===== src/design/rtb_pkg.sv =====
package rtb_pkg;

  localparam int IN_DATA_W  = 80;
  localparam int OUT_DATA_W = 16;

  localparam logic [1:0] OP_TICK  = 2'd0;
  localparam logic [1:0] OP_START = 2'd1;
  localparam logic [1:0] OP_STOP  = 2'd2;

  localparam logic [1:0] KIND_EXPIRY = 2'd0;
  localparam logic [1:0] KIND_ACCEPT = 2'd1;
  localparam logic [1:0] KIND_FULL   = 2'd2;

  typedef struct packed {
    logic [31:0] period;
    logic [31:0] remaining;
    logic [31:0] repeats;
    logic [7:0]  handler;
  } slot_entry_t;

  typedef struct packed {
    logic [1:0] kind;
    logic [2:0] slot;
    logic [7:0] hid;
    logic       last;
  } result_t;

  typedef struct packed {
    logic load;
    logic stop;
    logic walk;
    logic commit;
    logic flush;
  } rtb_cmd_t;

  typedef struct packed {
    logic stall;
    logic hit;
    logic tick;
    logic pend_v;
    logic out_free;
  } rtb_status_t;

endpackage


===== src/design/repeating_timer_bank.sv =====
// Bank of SLOTS repeating countdown timers. Send a tick, start or stop as one
// input transaction (op in in_tuser). A tick walks the slot RAM one slot per
// cycle; a start walks the same way, looking for a matching active slot and
// the lowest free one; a match ends the walk, else it commits, claiming the
// free slot or refusing. A stop is handled in the idle state without a walk.
// The single slot RAM read port sets the walk rate, a stalled output pauses
// the walk while more than one expiry is waiting, and the final result of an
// item waits for the output register before the next transaction is taken.
// Each start yields one result, each tick one result per expiring slot with a
// handler (at most eight), with out_tlast on the final one; a tick with no
// expiry and a stop yield nothing.
module repeating_timer_bank
  import rtb_pkg::*;
#(
  parameter int SLOTS = 8
) (
  input  logic                  clk,
  input  logic                  rst_n,
  input  logic                  in_tvalid,
  output logic                  in_tready,
  input  logic [IN_DATA_W-1:0]  in_tdata,   // duration, repeats, handler, slot_to_stop
  input  logic [1:0]            in_tuser,   // op
  output logic                  out_tvalid,
  input  logic                  out_tready,
  output logic [OUT_DATA_W-1:0] out_tdata,  // slot, fired_handler
  output logic [1:0]            out_tuser,  // kind
  output logic                  out_tlast
);

  localparam int IW = (SLOTS > 1) ? $clog2(SLOTS) : 1;

  rtb_cmd_t      cmd;
  rtb_status_t   status;
  logic [IW-1:0] idx, raddr;

  rtb_ctrl #(
    .SLOTS(SLOTS),
    .IW   (IW)
  ) u_ctrl (
    .clk      (clk),
    .rst_n    (rst_n),
    .in_tvalid(in_tvalid),
    .in_tready(in_tready),
    .in_op    (in_tuser),
    .status   (status),
    .cmd      (cmd),
    .idx      (idx),
    .raddr    (raddr)
  );

  rtb_datapath #(
    .SLOTS(SLOTS),
    .IW   (IW)
  ) u_dp (
    .clk            (clk),
    .rst_n          (rst_n),
    .cmd            (cmd),
    .idx            (idx),
    .raddr          (raddr),
    .status         (status),
    .in_op          (in_tuser),
    .in_duration    (in_tdata[31:0]),
    .in_repeats     (in_tdata[63:32]),
    .in_handler     (in_tdata[71:64]),
    .in_slot_to_stop(in_tdata[74:72]),
    .out_tvalid     (out_tvalid),
    .out_tready     (out_tready),
    .out_tdata      (out_tdata),
    .out_tuser      (out_tuser),
    .out_tlast      (out_tlast)
  );

endmodule


===== src/design/rtb_datapath.sv =====
module rtb_datapath
  import rtb_pkg::*;
#(
  parameter int SLOTS = 8,
  parameter int IW    = 3
) (
  input  logic                  clk,
  input  logic                  rst_n,
  input  rtb_cmd_t              cmd,
  input  logic [IW-1:0]         idx,
  input  logic [IW-1:0]         raddr,
  output rtb_status_t           status,
  input  logic [1:0]            in_op,
  input  logic [31:0]           in_duration,
  input  logic [31:0]           in_repeats,
  input  logic [7:0]            in_handler,
  input  logic [2:0]            in_slot_to_stop,
  output logic                  out_tvalid,
  input  logic                  out_tready,
  output logic [OUT_DATA_W-1:0] out_tdata,
  output logic [1:0]            out_tuser,
  output logic                  out_tlast
);

  slot_entry_t mem [SLOTS];
  slot_entry_t rd_q_r;

  logic [SLOTS-1:0] active_r, active_nxt;
  logic             tick_r;
  logic [31:0]      dur_r, rep_r;
  logic [7:0]       hid_r;
  logic             free_v_r, free_v_nxt;
  logic [IW-1:0]    free_idx_r, free_idx_nxt;
  logic [3:0]       cnt_r, cnt_nxt;
  logic             pend_v_r, pend_v_nxt;
  result_t          pend_r, pend_nxt;
  logic             out_valid_r, out_valid_nxt;
  result_t          out_r, out_nxt;

  logic             we;
  logic [IW-1:0]    waddr;
  slot_entry_t      wdata;

  logic             act, tick_dec, expire, emit, hit, out_free;
  logic [31:0]      rem1;
  logic [6:0]       idx7, free7, stop7;
  logic [IW-1:0]    stop_idx;
  logic             stop_ok;

  assign idx7     = 7'(idx);
  assign free7    = 7'(free_idx_r);
  assign stop7    = {4'b0, in_slot_to_stop};
  assign stop_idx = stop7[IW-1:0];
  assign stop_ok  = 32'(in_slot_to_stop) < SLOTS;

  assign act      = active_r[idx];
  assign tick_dec = act && (rd_q_r.remaining != 32'd0);
  assign rem1     = rd_q_r.remaining - 32'd1;
  assign expire   = tick_dec && (rem1 == 32'd0);
  assign emit     = tick_r && expire && (rd_q_r.handler != 8'd0) && !cnt_r[3];
  assign hit      = !tick_r && act && (rd_q_r.period == dur_r) &&
                    (rd_q_r.repeats == rep_r) && (rd_q_r.handler == hid_r);
  assign out_free = !out_valid_r || out_tready;

  always_comb begin
    status.stall    = emit && pend_v_r && !out_free;
    status.hit      = hit;
    status.tick     = tick_r;
    status.pend_v   = pend_v_r;
    status.out_free = out_free;
  end

  always_comb begin
    we    = 1'b0;
    waddr = idx;
    wdata = rd_q_r;
    if (cmd.walk) begin
      if (tick_r) begin
        if (tick_dec) begin
          we              = 1'b1;
          wdata.remaining = rem1;
          if (expire && (rd_q_r.repeats != 32'd0)) begin
            wdata.remaining = rd_q_r.period;
            if (!rd_q_r.repeats[31]) begin
              wdata.repeats = rd_q_r.repeats - 32'd1;
            end
          end
        end
      end else if (hit) begin
        we              = 1'b1;
        wdata.remaining = dur_r;
      end
    end
    if (cmd.commit && free_v_r) begin
      we    = 1'b1;
      waddr = free_idx_r;
      wdata = '{period: dur_r, remaining: dur_r, repeats: rep_r, handler: hid_r};
    end
  end

  always_comb begin
    active_nxt    = active_r;
    free_v_nxt    = free_v_r;
    free_idx_nxt  = free_idx_r;
    cnt_nxt       = cnt_r;
    pend_v_nxt    = pend_v_r;
    pend_nxt      = pend_r;
    out_valid_nxt = out_valid_r && !out_tready;
    out_nxt       = out_r;

    if (cmd.load) begin
      free_v_nxt = 1'b0;
      cnt_nxt    = 4'd0;
    end
    if (cmd.stop && stop_ok) begin
      active_nxt[stop_idx] = 1'b0;
    end
    if (cmd.walk) begin
      if (tick_r) begin
        if (expire && (rd_q_r.repeats == 32'd0)) begin
          active_nxt[idx] = 1'b0;
        end
        if (emit) begin
          if (pend_v_r) begin
            out_valid_nxt = 1'b1;
            out_nxt       = pend_r;
            out_nxt.last  = 1'b0;
          end
          pend_v_nxt = 1'b1;
          pend_nxt   = '{kind: KIND_EXPIRY, slot: idx7[2:0], hid: rd_q_r.handler, last: 1'b0};
          cnt_nxt    = cnt_r + 4'd1;
        end
      end else if (hit) begin
        pend_v_nxt = 1'b1;
        pend_nxt   = '{kind: KIND_ACCEPT, slot: idx7[2:0], hid: 8'd0, last: 1'b0};
      end else if (!act && !free_v_r) begin
        free_v_nxt   = 1'b1;
        free_idx_nxt = idx;
      end
    end
    if (cmd.commit) begin
      pend_v_nxt = 1'b1;
      if (free_v_r) begin
        active_nxt[free_idx_r] = 1'b1;
        pend_nxt = '{kind: KIND_ACCEPT, slot: free7[2:0], hid: 8'd0, last: 1'b0};
      end else begin
        pend_nxt = '{kind: KIND_FULL, slot: 3'd0, hid: 8'd0, last: 1'b0};
      end
    end
    if (cmd.flush) begin
      pend_v_nxt    = 1'b0;
      out_valid_nxt = 1'b1;
      out_nxt       = pend_r;
      out_nxt.last  = 1'b1;
    end
  end

  always_ff @(posedge clk) begin
    if (we) begin
      mem[waddr] <= wdata;
    end
    rd_q_r <= mem[raddr];
  end

  always_ff @(posedge clk) begin
    if (!rst_n) begin
      active_r    <= '0;
      free_v_r    <= 1'b0;
      cnt_r       <= 4'd0;
      pend_v_r    <= 1'b0;
      out_valid_r <= 1'b0;
    end else begin
      active_r    <= active_nxt;
      free_v_r    <= free_v_nxt;
      cnt_r       <= cnt_nxt;
      pend_v_r    <= pend_v_nxt;
      out_valid_r <= out_valid_nxt;
    end
  end

  always_ff @(posedge clk) begin
    if (cmd.load) begin
      tick_r <= (in_op == OP_TICK);
      dur_r  <= in_duration;
      rep_r  <= in_repeats;
      hid_r  <= in_handler;
    end
    free_idx_r <= free_idx_nxt;
    pend_r     <= pend_nxt;
    out_r      <= out_nxt;
  end

  assign out_tvalid = out_valid_r;
  assign out_tdata  = {5'b0, out_r.hid, out_r.slot};
  assign out_tuser  = out_r.kind;
  assign out_tlast  = out_r.last;

endmodule


===== src/design/rtb_ctrl.sv =====
module rtb_ctrl
  import rtb_pkg::*;
#(
  parameter int SLOTS = 8,
  parameter int IW    = 3
) (
  input  logic          clk,
  input  logic          rst_n,
  input  logic          in_tvalid,
  output logic          in_tready,
  input  logic [1:0]    in_op,
  input  rtb_status_t   status,
  output rtb_cmd_t      cmd,
  output logic [IW-1:0] idx,
  output logic [IW-1:0] raddr
);

  localparam logic [1:0] S_IDLE   = 2'd0;
  localparam logic [1:0] S_WALK   = 2'd1;
  localparam logic [1:0] S_COMMIT = 2'd2;
  localparam logic [1:0] S_FLUSH  = 2'd3;

  localparam logic [IW-1:0] LAST = IW'(SLOTS - 1);

  logic [1:0]    state_r, state_nxt;
  logic [IW-1:0] idx_r, idx_nxt;

  always_comb begin
    state_nxt = state_r;
    idx_nxt   = idx_r;
    cmd       = '0;
    in_tready = (state_r == S_IDLE);
    unique case (state_r)
      S_IDLE: begin
        idx_nxt = '0;
        if (in_tvalid) begin
          unique case (in_op) inside
            OP_TICK, OP_START: begin
              cmd.load  = 1'b1;
              state_nxt = S_WALK;
            end
            OP_STOP: begin
              cmd.stop = 1'b1;
            end
            default: begin
            end
          endcase
        end
      end
      S_WALK: begin
        if (!status.stall) begin
          cmd.walk = 1'b1;
          if (status.hit) begin
            state_nxt = S_FLUSH;
          end else if (idx_r == LAST) begin
            state_nxt = status.tick ? S_FLUSH : S_COMMIT;
          end else begin
            idx_nxt = idx_r + 1'b1;
          end
        end
      end
      S_COMMIT: begin
        cmd.commit = 1'b1;
        state_nxt  = S_FLUSH;
      end
      S_FLUSH: begin
        if (!status.pend_v) begin
          state_nxt = S_IDLE;
        end else if (status.out_free) begin
          cmd.flush = 1'b1;
          state_nxt = S_IDLE;
        end
      end
      default: begin
        state_nxt = S_IDLE;
      end
    endcase
  end

  always_ff @(posedge clk) begin
    if (!rst_n) begin
      state_r <= S_IDLE;
      idx_r   <= '0;
    end else begin
      state_r <= state_nxt;
      idx_r   <= idx_nxt;
    end
  end

  assign idx   = idx_r;
  assign raddr = idx_nxt;

endmodule


===== config.mk =====
export PLATFORM = sky130hd
export DESIGN_NAME = repeating_timer_bank
export DESIGN_NICKNAME = d
export VERILOG_FILES = /design/src/design/rtb_pkg.sv /design/src/design/repeating_timer_bank.sv /design/src/design/rtb_datapath.sv /design/src/design/rtb_ctrl.sv
export SDC_FILE = /design/constraint.sdc
export NUM_CORES = 1
export LEC_CHECK = 0
export BUFFER_PORTS_ARGS = -buffer_cell sky130_fd_sc_hd__buf_4
export CAP_MARGIN = 20
export CORE_UTILIZATION = 30
export CTS_CLUSTER_DIAMETER = 100
export DETAILED_ROUTE_END_ITERATION = 10
export SETUP_SLACK_MARGIN = 0.15
export SKIP_LAST_GASP = 1
export SLEW_MARGIN = 10
export SYNTH_ARGS = -nofsm -noshare
export SYNTH_HDL_FRONTEND = slang
export SYNTH_SLANG_ARGS = --single-unit
export TNS_END_PERCENT = 50

===== constraint.sdc =====
create_clock -name clk -period 12.1 [get_ports clk]
set_input_delay 0.605 -clock clk [delete_from_list [all_inputs] [get_ports clk]]
set_output_delay 0.605 -clock clk [all_outputs]
set_load 0.01 [all_outputs]

# Word level (Yosys, flattened, before mapping)
# Memories as Yosys holds them, arrays and structs flattened. A register that Yosys moved wholly into a read port is not among the register bits.
# Cells that the tools add are included.
# Widths: inputs -> output; s select.
# totals
register_bits,123
mem_bits_rw,832
output_inout_bits,21
elab_cells,183
mem_count,1
# memory_table
name,words,word_bits,read_ports,rd_ports_with_merged_regs,write_ports,line_no,source
u_dp.mem,8,104,1,1,1,rtb_datapath.sv:25,slot_entry_t mem [SLOTS];
# classes
add_sub_neg,4
n_lt_le_gt_ge,6
n_eq_ne,15
muxes,83
n_bitwise,8
n_reduce_logical,47
# op_table
op,n
$mux 64,3
$mux 14,11
$mux 32,4
$mux 104,1
$eq 32x32->1,2
$logic_not 32->1,2
$reduce_bool 32->1,2
$sub 32x1->32 const B,2
$mux 8,6
$mux 1,35
$logic_and 1x1->1,19
$mux 2,9
$and 8x8->8,2
$mux 4,4
$not 8->8,2
$lt 3x4->1 const B,3
$mux 3,4
$reduce_and 4->1,3
$reduce_bool 2->1,5
$demux 1 s3,3
$ge 3x1->1 const B,3
$eq 8x8->1,1
$or 8x8->8,1
$pmux 2 s4,1
other kinds (21),35

# Depth between registers and ports, before layout
# depth
ltp_word,15
mapped_depth,17
ltp_nobuf,13

# Hierarchy
# From an unflattened synthesis, not the netlist that was laid out.
# hier_totals
hier_cells,2401
area_unflattened_um2,42474.5
# by_module_without_submodules
mod,instances,cells_per_inst,area_per_inst_um2
rtb_datapath,1,2355,42079.1
rtb_ctrl,1,46,395.4

# Worst setup path after synthesis
# No wires, ideal clock.
# synth_path
kind,flip-flop to flip-flop
start,register u_dp.rd_q_r[40] (netlist name)
end,memory u_dp.mem[7][0] in the netlist's numbering (enable)
setup_ns,0.568
t_arrival_ns,7.549
path_slack_ns,3.983
stages_incl_launch_ff,15
n_path_buf,1
period_less_slack_ns,8.117
cell_sequence,dfxtp_1 inv_1 ha_1 nor3b_1 and4_1 nor2b_1 xor2_1 or4_1 nor4b_1 or3_1 and2_1 clkbuf_1 nor2_1 a21boi_0 nor2_1
# synth_between
elab_chain_len,14
elab_cells_between_ends,18
classes_between,add/sub (1); mux (8); reduce/logical (9)
# synth_lines
element,line_no,source
$sub 32x1->32 / $reduce_bool 32->1 (equally long branches),"rtb_datapath.sv:58, rtb_datapath.sv:57",
$logic_not 32->1 / $logic_and 1x1->1 (equally long branches),"rtb_datapath.sv:59, rtb_datapath.sv:57",
$logic_and 1x1->1,rtb_datapath.sv:59,assign expire = tick_dec && (rem1 == 32'd0);
$logic_and 1x1->1 (3 in series),rtb_datapath.sv:60,assign emit = tick_r && expire && (rd_q_r.handler != 8'd0) && !cnt_r[3];
$logic_and 1x1->1 (2 in series),rtb_datapath.sv:66,status.stall = emit && pend_v_r && !out_free;
$mux 1,rtb_ctrl.sv:51,if (!status.stall) begin
$mux 1,rtb_ctrl.sv:33,unique case (state_r)
$mux 1 *,rtb_datapath.sv:77,if (cmd.walk) begin
$mux 1 *,rtb_datapath.sv:94,if (cmd.commit && free_v_r) begin
$mux 1 *,rtb_datapath.sv:159,if (we) begin
$mux 1 (not written as such) *,rtb_datapath.sv:160,mem[waddr] <= wdata;
end: declaration,rtb_datapath.sv:25,
# Mark *: on every way between the ends. The rest lies on a longest branch, timed or not.

# Final worst setup path
# layout_path
start,register u_dp.dur_r[7]
end,memory u_dp.mem[5][72] in the netlist's numbering (enable)
# layout_between
elab_chain_len,10
# layout_lines
element,line_no,source
start: declaration,rtb_datapath.sv:30,"logic [31:0] dur_r, rep_r;"
start signal: assignment,rtb_datapath.sv:184,dur_r <= in_duration;
$eq 32x32->1,rtb_datapath.sv:61,assign hit = !tick_r && act && (rd_q_r.period == dur_r) &&
$logic_and 1x1->1 (2 in series),rtb_datapath.sv:61,
$logic_and 1x1->1,rtb_datapath.sv:62,(rd_q_r.repeats == rep_r) && (rd_q_r.handler == hid_r);
$mux 1,rtb_datapath.sv:89,end else if (hit) begin
$mux 1,rtb_datapath.sv:78,if (tick_r) begin
$mux 1,rtb_datapath.sv:77,
$mux 1,rtb_datapath.sv:94,
$mux 1,rtb_datapath.sv:159,
$mux 1 (not written as such),rtb_datapath.sv:160,
# No other way between the ends.

==> flow_summary.toml <==
[drt]
vias_per_cell = 5.04
drtIter0Drc = 2571
vias = 24800
drtAntennaViolNets = 0
post_drt_wl_per_cell_um = 23.1
firstDrtPassIters = 7
postRouteWirelength_um = 113000
route.detailed.drc = 0

[synth]
yosysMostFrequentCell = "sky130_fd_sc_hd__edfxtp_1"
number_of_enable_type_register_cells_in_the_synthesized_netlist = 934
yosys.area.top_type_share = 0.654
dominantRegCellSynth = "sky130_fd_sc_hd__edfxtp_1"
yosys_register_bits = 1059
synth_seq_area_share = 0.712
syn_inst = 2840
synth_top_cells_by_area = "sky130_fd_sc_hd__edfxtp_1 (65%), sky130_fd_sc_hd__mux2i_1 (7.2%), sky130_fd_sc_hd__dfxtp_1 (5.8%)"
synth.distinct_cells = 78
synth_top_area_cell = "sky130_fd_sc_hd__edfxtp_1"
synth_warnings = 0
avgSynthCellArea_um2 = 15.1
synth.top_cells.by_count = "sky130_fd_sc_hd__edfxtp_1 (934), sky130_fd_sc_hd__nand2_1 (444), sky130_fd_sc_hd__mux2i_1 (310)"
async_reset_ff_frac = 0
mappedNetlistArea_um2 = 42900

[setup_path]
crit_path_cells = "xor2_1 -> nor4_1 -> nand4_1 -> nor4_1 -> nand4_1 -> or3_1 -> and2_1 -> nor2_1 -> a21boi_0 -> buf_4 -> nor2_4 -> buf_4 -> buf_4"
startpoint_types = "flop"
reg2regPathDepth = 13
critical_path.endpoint_type = "flop"
crit_arrival_ns = 7.16
critical_path.most_common_cell = "sky130_fd_sc_hd__buf_4"
worst_setup_path_startpoint = "u_dp.dur_r[7]"
crit_path_max_incr_delay_ns = 0.96
crit_slowest_cell = "sky130_fd_sc_hd__nor4_1"
worst-path-max-fanout = 53
critical_path.reg2reg.startpoint = "u_dp.dur_r[7]"
criticalPathCategory = "flop to flop"
critical_r2r_capture = "u_dp.mem[5][72]"
crit_path_end = "u_dp.mem[5][72]"
r2r_slack_ns = 5.22
worst_ep_required_time_ns = 12.38

[grt]
global_route_wire_length_before_repair_um = 165000
global_route.usage.total = 0.153
number_of_global_route_vias_before_repair = 23865
maximum_number_of_pins_on_one_net_before_global_route_repair = 136
grt_overflow_total = 0
antenna_found_initial = 6

[timing]
final_min_period_over_clock_period = 0.568
worst_slew_pin_slew_ns = 1.32
fin_setup_tns_ns = 0
setup_repair_after_global_routing_missed_its_margin = "false"
count_of_pins_over_their_slew_limit = 0
hold_viol = 0
finalCriticalPeriod_ns = 6.88
fin_skew_ns = 0.0514
timing.final.setup_violations = 0
fmaxAchievable_mhz = 145
timing.max_slew.rel_slack = 0.122

[cts]
clockRootBuffer = "sky130_fd_sc_hd__clkbuf_16"
cts.path.max_buffers = 3
cts_post_setup_buffers_inserted = 0
cts_repair_resize_count = 0
cts_tree = "built"
cts_made_buffers = 111
clkTransAtPathRegs_ns = 0.06
ctsHtreeMaxLevel = 3
number_of_clock_sinks = 1059
clock_latency_ns = 0.70
post_cts_hold_buffers = 0

[finish]
synthToLayoutAreaGrowth_pct = 14.9
final_core_utilization = 0.348
insertedDiodeCount = 0
final_layout_size_suffix_gt1_frac = 0.139
num-nets-final = 3031
fill_cells = 13465

[floorplanning]
floorplan.die.height_um = 380
initial_core_util = 0.303
floorplan.rows = 138
top_level_ports = 107
coreArea_um2 = 142000
dieWidth_um = 380
fp.dieArea_um2 = 145000

[power]
peak_supply_drop_mv = 0.241
powerDensity_nw_per_um2 = 211
power_leakage_nw = 15.3

[run]
cap_violations = 0

[place]
portBuffers = 96
gp_routability_congestion = 0.839
dp.final_hpwl_um = 63900

[hold_path]
hold_start = "in_tdata[31]"
worst_hold_path_type = "primary input to flop"

[outcome]
outcome = "complete, no violations"
## through the flow
stage,cells,setup WS (ns),power [mW],hold WS [ns],area (um^2)
after global placement,4711,5.31,7.04,0.446,45700
after detailed placement,4711,5.32,7.07,0.451,45700
after floorplan,2844,3.98,6.26,0.409,42900
after global routing,4920,5.07,10.8,0.0442,49300
final,4920,5.22,10.4,0.0838,49300
after CTS,4919,5.28,10.4,0.0287,49300
## worst min path at each step
stage / to / slack [ns] / cells after the start
after floorplan: u_dp.free_idx_r[2] / 0.41 / 0
after global placement: u_dp.out_tlast / 0.45 / 2
after detailed placement: u_dp.out_tlast / 0.45 / 2
after CTS: u_dp.dur_r[28] / 0.03 / 1
after global routing: u_dp.dur_r[10] / 0.04 / 1
final: u_dp.dur_r[31] / 0.08 / 1
## cells by family after synthesis
logic type | Yosys count | share of synthesized area
simple gates | 736 | 0.0786
compound gates | 429 | 0.0894
xor+xnor | 99 | 0.0202
other cells | 1 | 0.0000874
flops | 1059 | 0.712
buf+inv | 192 | 0.0226
mux | 314 | 0.0742
fa+ha+maj | 10 | 0.00292
## power breakdown
| group | internal [mW] | leakage (nW) | switching [mW] |
|---|---|---|---|
| combinational | 0.640 | 4.09 | 1.33 |
| sequential | 4.66 | 9.43 | 0.402 |
| clock | 1.97 | 1.77 | 1.39 |
## cells in the final DEF (no fill, tap or decap), types with 15 or more instances in the layout
cell type / instances
sky130_fd_sc_hd__dfxtp_1: 125
sky130_fd_sc_hd__edfxtp_1: 934
sky130_fd_sc_hd__a32o_1: 103
sky130_fd_sc_hd__a221oi_2: 90
sky130_fd_sc_hd__nor2_1: 68
sky130_fd_sc_hd__clkbuf_1: 29
sky130_fd_sc_hd__nor2b_1: 18
sky130_fd_sc_hd__and2_1: 30
sky130_fd_sc_hd__buf_4: 127
sky130_fd_sc_hd__clkinv_2: 17
sky130_fd_sc_hd__clkinv_1: 23
sky130_fd_sc_hd__nor4_1: 27
sky130_fd_sc_hd__nor3_1: 29
sky130_fd_sc_hd__mux2i_1: 310
sky130_fd_sc_hd__a31oi_1: 20
sky130_fd_sc_hd__inv_1: 31
sky130_fd_sc_hd__xor2_1: 72
sky130_fd_sc_hd__nand2_1: 443
sky130_fd_sc_hd__o21ai_0: 74
sky130_fd_sc_hd__xnor2_1: 27
sky130_fd_sc_hd__a21oi_1: 58
sky130_fd_sc_hd__clkbuf_16: 111
sky130_fd_sc_hd__nand3_1: 15
## critical path: cells and delay by family, from the launching register on
kind	cells	cell delay [ns]
flops	1	0.54
compound gates	1	0.15
buf+inv	3	1.70
simple gates	8	3.74
xor+xnor	1	0.28
## flip-flops by register name, summed over array words and instances (netlist names), 2 cells and up
name,count
u_dp.mem,832
u_dp.rd_q_r,104
u_dp.dur_r,32
u_dp.rep_r,32
u_dp.pend_r,13
u_dp.out_tdata,11
u_dp.active_r,8
u_dp.hid_r,8
u_dp.cnt_r,4
u_ctrl.idx,3
u_dp.free_idx_r,3
u_ctrl.state_r,2
u_dp.out_tuser,2
## cell type report
class | count | area (um^2) | area share
clock inverter | 60 | 617 | 0.0125
multi-input combinational | 1593 | 11500 | 0.233
sequential | 1059 | 30500 | 0.620
timing repair buffer | 137 | 1140 | 0.0231
tap | 1890 | 2360 | 0.0480
inverter | 33 | 125 | 0.00254
clock buffer | 148 | 3000 | 0.0608
## routing by layer
layer / share of wire / GRT usage / vias up
met5: 0.00024 / 0 / -
met4: 0.029 / 0.0500 / 4
met2: 0.45 / 0.234 / 966
met3: 0.072 / 0.0264 / 170
met1: 0.45 / 0.217 / 12529
li1: - / - / 11131
Note: power is estimated with default switching activity, not from simulation.
